$ cat config.mk
export PLATFORM = sky130hd
export DESIGN_NAME = scsu_ctrl
export DESIGN_NICKNAME = d
export VERILOG_FILES = /design/src/rtl/scsu_pkg.sv /design/src/rtl/scsu_ctrl.sv
export SDC_FILE = /design/constraint.sdc
export NUM_CORES = 1
export LEC_CHECK = 0
export ABC_AREA = 1
export CORE_AREA = 2 2 39 41
export CTS_BUF_LIST = sky130_fd_sc_hd__clkbuf_2 sky130_fd_sc_hd__clkbuf_4 sky130_fd_sc_hd__clkbuf_8
export CTS_CLUSTER_DIAMETER = 100
export CTS_CLUSTER_SIZE = 20
export DETAILED_ROUTE_END_ITERATION = 8
export DIE_AREA = 0 0 41 43
export DONT_BUFFER_PORTS = 1
export PLACE_DENSITY_LB_ADDON = 0.2
export SYNTH_ARGS = -nofsm -noshare
export SYNTH_HDL_FRONTEND = slang
export SYNTH_SLANG_ARGS = --single-unit
$ cat constraint.sdc
create_clock -name i_clk -period 1.41 [get_ports i_clk]
set_clock_uncertainty 0.15 [all_clocks]
set_input_delay 0.141 -clock i_clk [delete_from_list [all_inputs] [get_ports i_clk]]
set_output_delay 0.141 -clock i_clk [all_outputs]
set_load 0.05 [all_outputs]
$ cat src/rtl/scsu_pkg.sv
// Shared types and constants for the shadow call stack unwind block.
// Holds the command and status structs passed between controller and datapath.
// No dependencies; compile this file first.
`default_nettype none

package scsu_pkg;

    // Event codes carried by the func field.
    localparam logic FUNC_CALL = 1'b0;
    localparam logic FUNC_RET  = 1'b1;

    // Commands from the controller to the datapath.
    typedef struct packed {
        logic load;          // capture the input transaction
        logic exec_call;     // push a frame, or flag overflow when full
        logic start_search;  // begin a top-down scan of the return addresses
        logic search;        // scan step: issue one read, compare the previous one
        logic top_load;      // take the new top function start from memory
        logic out_load;      // move the finished result into the output register
    } t_cmd;

    // Status from the datapath to the controller.
    typedef struct packed {
        logic is_call;       // captured event is a call
        logic empty;         // stack holds no frame
        logic hit;           // compared entry matches the return address
        logic hit_bottom;    // the matching entry is the bottom frame
        logic miss;          // bottom frame compared without a match
    } t_status;

endpackage : scsu_pkg

`default_nettype wire

$ cat src/rtl/scsu_ctrl.sv
// Controller state machine of the shadow call stack: input and output handshakes
// and the command sequence for the datapath. Depends on scsu_pkg.
`default_nettype none

module scsu_ctrl (
    input  wire logic               i_clk,
    input  wire logic               i_rst_n,
    input  wire logic               i_in_valid,
    output logic                    o_in_stall,
    output logic                    o_out_valid,
    input  wire logic               i_out_stall,
    input  wire scsu_pkg::t_status  i_status,
    output scsu_pkg::t_cmd          o_cmd
);
    import scsu_pkg::*;

    typedef enum logic [2:0] {
        ST_IDLE,
        ST_DECIDE,
        ST_SEARCH,
        ST_TOPRD,
        ST_TOPLD,
        ST_FINISH
    } t_state;

    t_state r_state;
    t_state n_state;
    logic   w_out_free;

    assign w_out_free = !o_out_valid || !i_out_stall;

    always_comb begin
        o_cmd              = '0;
        n_state            = r_state;
        unique case (r_state)
            ST_IDLE: begin
                if (i_in_valid) begin
                    o_cmd.load = 1'b1;
                    n_state    = ST_DECIDE;
                end
            end
            ST_DECIDE: begin
                if (i_status.is_call) begin
                    o_cmd.exec_call = 1'b1;
                    n_state         = ST_FINISH;
                end else if (i_status.empty) begin
                    n_state = ST_FINISH;
                end else begin
                    o_cmd.start_search = 1'b1;
                    n_state            = ST_SEARCH;
                end
            end
            ST_SEARCH: begin
                o_cmd.search = 1'b1;
                if (i_status.hit) begin
                    n_state = i_status.hit_bottom ? ST_FINISH : ST_TOPRD;
                end else if (i_status.miss) begin
                    n_state = ST_FINISH;
                end
            end
            ST_TOPRD: begin
                n_state = ST_TOPLD;
            end
            ST_TOPLD: begin
                o_cmd.top_load = 1'b1;
                n_state        = ST_FINISH;
            end
            ST_FINISH: begin
                if (w_out_free) begin
                    o_cmd.out_load = 1'b1;
                    n_state        = ST_IDLE;
                end
            end
            default: begin
                n_state = ST_IDLE;
            end
        endcase
    end

    always_ff @(posedge i_clk) begin
        if (!i_rst_n) begin
            r_state     <= ST_IDLE;
            o_in_stall  <= 1'b0;
            o_out_valid <= 1'b0;
        end else begin
            r_state    <= n_state;
            o_in_stall <= (n_state != ST_IDLE);
            if (o_cmd.out_load) begin
                o_out_valid <= 1'b1;
            end else if (!i_out_stall) begin
                o_out_valid <= 1'b0;
            end
        end
    end

endmodule : scsu_ctrl

`default_nettype wire
# After elaboration in Yosys (flattened, before gate mapping)
# Index checks and enable logic that the tools add are counted.
dict set report totals {
  mem_bits_ro 0
  out_inout_bits 8
  mem_count 0
  wordCells 34
  inputBits 9
  ramBits 0
  reg_bits 5
  latchBits 0
}
dict set report op_classes {
  n_mul 0
  n_eq_ne 6
  shifts 0
  n_lt_le_gt_ge 0
  addsub 0
  mux 20
  bitwise_logic 0
  n_reduce_logical 5
  div_mod_pow 0
}
# op n
set ops {}
lappend ops {{2-to-1 mux 3 bit} 7}
lappend ops {{case mux 3 bit (6 select lines)} 1}
lappend ops {{2-to-1 mux 1 bit} 11}
lappend ops {{equality test 3 x 2 -> 1 bit, second input constant} 2}
lappend ops {{equality test 3 bit, second input constant} 2}
lappend ops {{equality test 3 x 1 -> 1 bit, second input constant} 1}
lappend ops {{zero test 3 bit} 1}
lappend ops {{nonzero test 3 bit} 1}
lappend ops {{zero test 1 bit} 2}
lappend ops {{2-to-1 mux 2 bit} 1}
lappend ops {{!= test 2 x 1 -> 1 bit, second input constant} 1}
lappend ops {{logical OR 1 bit} 1}

# Longest topological paths before layout
# Gate-level depths: netlist of the first run.
dict set report depth {
  depth_word 5
  mapped_depth 8
  mapped_depth_nobuf 8
}

# Worst setup path after synthesis of the first run
# OpenSTA, ideal clock, no wires.
dict set report synth_path {
  path_kind {flip-flop to flip-flop}
  start {register r_state[0]}
  end {register o_in_stall}
  t_arrival_ns 1.439
  setup_time_ns 0.060
  t_required_ns 1.200
  path_buffers 0
  setup_slack_ns -0.238
  stages_incl_launch_ff 8
  synth_period_minus_slack_ns 1.648
  cell_sequence {dfxtp_1 -> inv_1 -> nand2_2 -> nor2_1 -> nor2_2 -> nand3_2 -> nand2_2 -> nand3_2}
}
dict set report synth_via {
  elab_chain_len 4
  elab_cells_between_ends 12
  classes_between {eq/ne: 5; mux: 5; reduce/logical: 2}
}
# element line_no
set synth_rtl {}
lappend synth_rtl {{from (decl)} scsu_ctrl.sv:26} ;# t_state r_state;
lappend synth_rtl {{from (signal assigned)} scsu_ctrl.sv:86} ;# r_state <= n_state;
lappend synth_rtl {{2-to-1 mux 3 bit} scsu_ctrl.sv:57} ;# end else if (i_status.miss) begin
lappend synth_rtl {{2-to-1 mux 3 bit} scsu_ctrl.sv:55} ;# if (i_status.hit) begin
lappend synth_rtl {{case mux 3 bit (6 select lines) *} scsu_ctrl.sv:35} ;# unique case (r_state)
lappend synth_rtl {{nonzero test 3 bit *} scsu_ctrl.sv:87} ;# o_in_stall <= (n_state != ST_IDLE);
lappend synth_rtl {{to (signal assigned)} scsu_ctrl.sv:87}
lappend synth_rtl {{to (decl)} scsu_ctrl.sv:9} ;# output logic o_in_stall,
# Every way passes the cells marked *; elsewhere a longest branch is shown, timed or not.
# A chain may end at the register's enable or synchronous reset.

==> results of run 1 <==
-- layout by cell type (no fill, tap or decap) --
cell type,netlist,layout
a21oi_1,2,1
a21oi_2,0,1
buf_12,0,1
buf_4,0,2
buf_6,0,4
clkbuf_4,0,4
dfxtp_1,5,3
dfxtp_2,0,2
dlygate4sd3_1,0,2
inv_1,10,10
inv_2,3,3
nand2_1,10,10
nand2_2,3,3
nand3_2,4,5
nor2_1,5,2
nor2_2,4,7
nor2_4,1,1
nor3_4,0,1
o21ai_1,1,1
-- cells by family after synthesis --
kind of cell	after synthesis
flops	5
buf+inv	13
simple gates	29
compound gates	3
-- final timing paths --
| kind | endpoint | start | slack [ns] | cells past startpoint |
|---|---|---|---|---|
| worst min-delay path | r_state[0]$_SDFF_PN0_ | i_status[0] | 0.11 | 6 |
| worst max register to register | o_in_stall$_SDFF_PN0_ | r_state[2]$_SDFF_PN0_ | 0.22 | 7 |
| worst min register to register | o_out_valid$_SDFFE_PN0P_ | o_out_valid$_SDFFE_PN0P_ | 0.38 | 2 |
| worst max-delay path | o_cmd[0] | r_state[1]$_SDFF_PN0_ | 0.03 | 4 |
-- routing by layer --
metal | GRT usage (%) | up-vias
met4 | 6.00 | 0
met2 | 13.1 | 8
li1 | - | 173
met3 | 2.09 | 0
met5 | 0 | -
met1 | 12.7 | 126
-- flip-flops by register name (all words and copies together), names as in the netlist --
register	cells
r_state	3
o_in_stall	1
o_out_valid	1
-- metrics by stage --
stage | instances | power (mW) | setup TNS (ns)
5_1_grt | 79 | 0.701 | -0.119
3_3_place_gp | 73 | 0.456 | 0
4_1_cts | 79 | 0.661 | 0
3_5_place_dp | 73 | 0.454 | 0
6_report | 79 | 0.658 | 0
2_1_floorplan | 50 | 0.401 | -0.267
-- power groups by stage --
| stage | clock [mW] | combinational (mW) | sequential (mW) |
|---|---|---|---|
| 4_1_cts | 0.192 | 0.244 | 0.224 |
| 3_5_place_dp | 0 | 0.233 | 0.221 |
| 6_report | 0.182 | 0.253 | 0.223 |
| 2_1_floorplan | 0 | 0.178 | 0.223 |
| 5_1_grt | 0.196 | 0.277 | 0.228 |
| 3_3_place_gp | 0 | 0.234 | 0.223 |
-- critical path, stage by stage (launching register included) --
cell	delay, ns
dfxtp_1	0.30
inv_2	0.11
nand3_2	0.12
a21oi_2	0.17
buf_12	0.15
-- layout make-up --
type,count,area (sq um)
fill,158,878
multi-input combinational,32,204
sequential,5,103
timing repair buffer,9,100
inverter,13,48.8
clock buffer,4,30.0
tap,16,20.0
-- what timing repair did --
| action | in CTS | in global routing |
|---|---|---|
| gates resized for setup | 4 | 5 |
| setup buffers | 0 | 0 |
| hold buffers | 2 | 0 |
| endpoints found under the hold margin | 5 | 0 |
| setup endpoints to repair | 5 | 5 |
==> impl_metrics.yaml, run 1 <==
placed_design:
  place_congestion: 0.700
  place_worst_setup_slack_ns: 0.154
  portBuffers: 0
  post_dp_cell_area_sq_um: 428
  dp_hpwl_um: 527
clocking:
  clkTransAtPathRegs_ns: 0.04
  h-tree-depth: 1
  cts-root-buf: "clkbuf_4"
  cts_tree: "done"
  clock_sinks: 5
  cts_buffer_depth: 2
  cts_buffers: 3
  clk-insertion-delay-late_ns: 0.24
power:
  seq_power_share_pct: 33.9
  power.clock.fraction_pct: 27.7
  internal_power_mw: 0.384
  p_switching_mw: 0.274
  p_leak_nw: 0.262
  peakVddDrop_mv: 0.492
  p_per_area_nw_per_um2: 1300
  switching_share_pct: 41.7
  combPwrFrac_pct: 38.4
sta:
  fin_ws_ns: 0.0341
  slew_viol_final: 0
  grt_setup_unrepaired: "true"
  worst_hold_slack_ns: 0.108
  finalCritPeriodShare_pct: 97.6
  setup-violations-final: 0
  maxSlewHeadroom_pct: 67.7
  finalCriticalPeriod_ns: 1.38
  hold_viol: 0
  worst_slew_pin_slew_ns: 0.483
  max_freq_mhz: 727
routing:
  num_vias: 307
  topRoutingLayerUsed: "met3"
  firstDrtPassIters: 4
  drt_iter0_markers: 4
  ant_nets: 0
  post_drt_wl_per_cell_um: 8.10
  vias_per_cell: 3.89
  wl_met2_um: 328
  met1_length_um: 272
  remaining_drc_errors: 0
  routed_wl_um: 640
  met3WireLength_um: 39
yosys:
  yosys.area.top_type: "dfxtp_1"
  syn_avg_cell_area_sq_um: 6.61
  netlist_instances: 50
  synth-simple-area-share_pct: 50.4
  yosysTopAreaCellShare_pct: 30.3
  synth-seq-area-share_pct: 30.3
  synth_area_sq_um: 330
  yosys-top-cells-count: "inv_1 (10), nand2_1 (10), dfxtp_1 (5), nor2_1 (5)"
  synthXorXnorAreaFrac_pct: 0
  synth-edff-count: 0
  synthTopCellsByArea: "dfxtp_1 (30%), nand3_2 (12%), inv_1 (11%)"
  synth_cell_types: 13
  syn_nets: 59
  ys_ff_latch: 5
  synth_top_family_by_area: "simple AND/OR/NAND/NOR gates"
  yosys_most_used_dff: "dfxtp_1"
  synth_compound_area_share_pct: 4.55
  ys_async_sr_fraction_pct: 0
  synth_fa_ha_area_share_pct: 0
  yosys_warnings: 0
  yosys-mux-area-fraction_pct: 0
grt:
  first_global_vias: 313
  grt_max_degree: 6
  grt-ovfl-total: 0
  grt_pass1_wl_um: 1130
  antenna_found_initial: 0
  track_usage_pct: 9.47
finish:
  areaGrowthSynthToFinish_pct: 53.0
  drive_above_1_share_pct: 54.0
  fin_nets: 73
  diodes: 0
  postLayoutCellArea_sq_um: 505
  postLayoutCoreUtil_pct: 36.5
floorplanning:
  die_area_sq_um: 1760
  die_w_um: 41
  io_pins: 17
  start_util_pct: 23.9
  die_h_um: 43
  core_sq_um: 1380
  rows: 14
run_status:
  outcome: "finished clean"
setup_path:
  cp-start-kind: "register"
  worst_setup_path_end_kind: "output port"
  crit_type: "register to output port"
  worstPathArrival_ns: 1.08
  crit_fanout: 5
  cp.required_ns: 1.12
flow_run:
  max-cap-violations: 0
min_path:
  hold_class: "input port to register"
(Power assumes the default switching activity.)
==> inputs of run 2 (changes only) <==
- GPL_TIMING_DRIVEN: default -> 0
==> run 2 against run 1 <==
Compared with the run above: the flow now finishes with violations (negative hold slack, negative setup slack); non-clock buffer count fell by 3; global-route usage increased by 0.40 points; final area rose by 1.5%; utilization rose by 0.54 points; fmax shrank 8.3%; sequential power increased by 5%; via count up 3.3%; cell count shrank 3.8%; sequential cell count stayed put; die area did not move; combinational power grew 2%.
==> impl_metrics.yaml, run 2 (synthesized netlist as in run 1, its figures left out) <==
setup_path:
  worstPathArrival_ns: 1.53
  crit_fanout: 4
  reg2reg_depth: 6
  crit_buf_inv: 2
  cp_slowest_stage_delay_ns: 0.56
  reg2reg_from: "r_state[1]$_SDFF_PN0_"
  cp-start-kind: "register"
  cp-startpoint: "r_state[1]$_SDFF_PN0_"
  worst_setup_path_end_kind: "register"
  critPathTopFamily: "simple AND/OR/NAND/NOR gates"
  crit_type: "register to register"
  r2r_slack_ns: -0.09
  worst-path-stages: 6
  critPathCapture: "r_state[1]$_SDFF_PN0_"
  cp_cell_sequence: "inv_2 > nor3_4 > nand2_1 > o21ai_2 > nand2_2 > inv_1"
  cp.required_ns: 1.44
  cp_slowest_cell: "nor3_4"
  reg2reg_to: "r_state[1]$_SDFF_PN0_"
clocking:
  clk-insertion-delay-late_ns: 0.24
  cts_buffers: 3
  h-tree-depth: 1
  cts_tree: "done"
  clock_sinks: 5
  ctsHoldBuffers: 2
  cts-root-buf: "clkbuf_4"
  clkTransAtPathRegs_ns: 0.04
  cts_buffer_depth: 2
grt:
  use_met1_pct: 12.0
  grt-ovfl-total: 0
  top_usage_layer: "met2"
  grt_max_degree: 6
  grt_pass1_wl_um: 1170
  met3_usage_pct: 2.09
  grt_util_met2_pct: 15.9
  track_usage_pct: 9.87
  antenna_found_initial: 0
  first_global_vias: 300
power:
  power.clock.fraction_pct: 26.9
  p_total_mw: 0.675
  p_per_area_nw_per_um2: 1320
  internal_power_mw: 0.382
  peakVddDrop_mv: 0.552
  p_switching_mw: 0.293
  seq_power_share_pct: 34.7
  switching_share_pct: 43.4
  combPwrFrac_pct: 38.3
  p_leak_nw: 0.249
routing:
  remaining_drc_errors: 0
  firstDrtPassIters: 1
  ant_nets: 0
  drt_iter0_markers: 0
  num_vias: 317
  post_drt_wl_per_cell_um: 9.93
  routed_wl_um: 755
  vias_per_cell: 4.17
finish:
  postLayoutCellArea_sq_um: 513
  regMostFlops: "r_state"
  fin_cells: 76
  n_fill_cell: 161
  final_common_cell: "inv_1"
  diodes: 0
  areaGrowthSynthToFinish_pct: 55.3
  largestRegisters: "r_state x3, o_in_stall x1, o_out_valid x1"
  drive_above_1_share_pct: 60.0
  postLayoutCoreUtil_pct: 37.1
  most-common-layout-cells: "inv_1 (10), nand2_1 (8), nand2_2 (5), nor2_4 (5)"
  largest_reg_flops: 3
  fin_nets: 70
sta:
  max_freq_mhz: 666
  maxSlewHeadroom_pct: 57.7
  fin_ws_ns: -0.0910
  setup-violations-final: 8
  slew_viol_final: 0
  finalSetupTns_ns: -0.383
  grt_setup_unrepaired: "true"
  finalCriticalPeriod_ns: 1.50
  worst_hold_slack_ns: -0.134
  hold_viol: 4
  worst_slew_pin_slew_ns: 0.632
  finalCritPeriodShare_pct: 106
placed_design:
  portBuffers: 0
  dp_hpwl_um: 545
  placedCellCount: 66
  place_congestion: 0.624
  place_worst_setup_slack_ns: -0.138
  post_dp_cell_area_sq_um: 363
floorplanning:
  start_util_pct: 23.9
  io_pins: 17
  rows: 14
  die_w_um: 41
  die_h_um: 43
  die_area_sq_um: 1760
  core_sq_um: 1380
run_status:
  outcome: "finished with violations"
  violations: "negative hold slack, negative setup slack"
min_path:
  hold_class: "input port to register"
flow_run:
  max-cap-violations: 0
[run 2: cell types whose count changed in the layout (fill, tap and decap cells not counted), moves of 2 or more]
cell     change
nand2_1      -2
nand2_2      +2
dfxtp_1      -2
nor2_2       -4
dfxtp_4      +2
buf_6        -3
nor2_4       +4
[run 2: layout make-up]
| type | count | area, sq um | share of cell area, % |
|---|---|---|---|
| inverter | 13 | 51.3 | 10.0 |
| multi-input combinational | 32 | 248 | 48.3 |
| clock buffer | 4 | 30.0 | 5.85 |
| tap | 16 | 20.0 | 3.90 |
| sequential | 5 | 110 | 21.5 |
| timing repair buffer | 6 | 53.8 | 10.5 |
[run 2: power groups by stage]
stage	combinational, mW	sequential (mW)	clock, mW
finish	0.259	0.234	0.182
global route	0.279	0.239	0.193
CTS	0.257	0.233	0.188
detailed placement	0.198	0.226	0
global placement	0.197	0.227	0
floorplan	0.178	0.223	0
[run 2: metal layers]
layer	up-vias	part of all wire [%]
met3	0	5.3
met4	0	0
met2	8	55
li1	165	-
met1	144	39
met5	-	0
[run 2: timing repair]
item	in CTS	in global routing
cloned	0	0
endpoints found under the hold margin	5	4
pin swaps	7	7
resized for setup	15	5
endpoints found under the setup margin	10	9
buffers inserted	2	2
[run 2: worst min-delay path by stage]
stage	from	end	slack, ns	cells after the start
after global routing	i_rst_n	r_state[0]$_SDFF_PN0_	-0.14	2
after floorplan	i_rst_n	o_out_valid$_SDFFE_PN0P_	0.10	2
after CTS	i_rst_n	r_state[0]$_SDFF_PN0_	-0.14	2
after detailed placement	i_rst_n	r_state[0]$_SDFF_PN0_	0.11	2
after global placement	i_rst_n	o_out_valid$_SDFFE_PN0P_	0.11	2
final	i_rst_n	r_state[0]$_SDFF_PN0_	-0.13	2
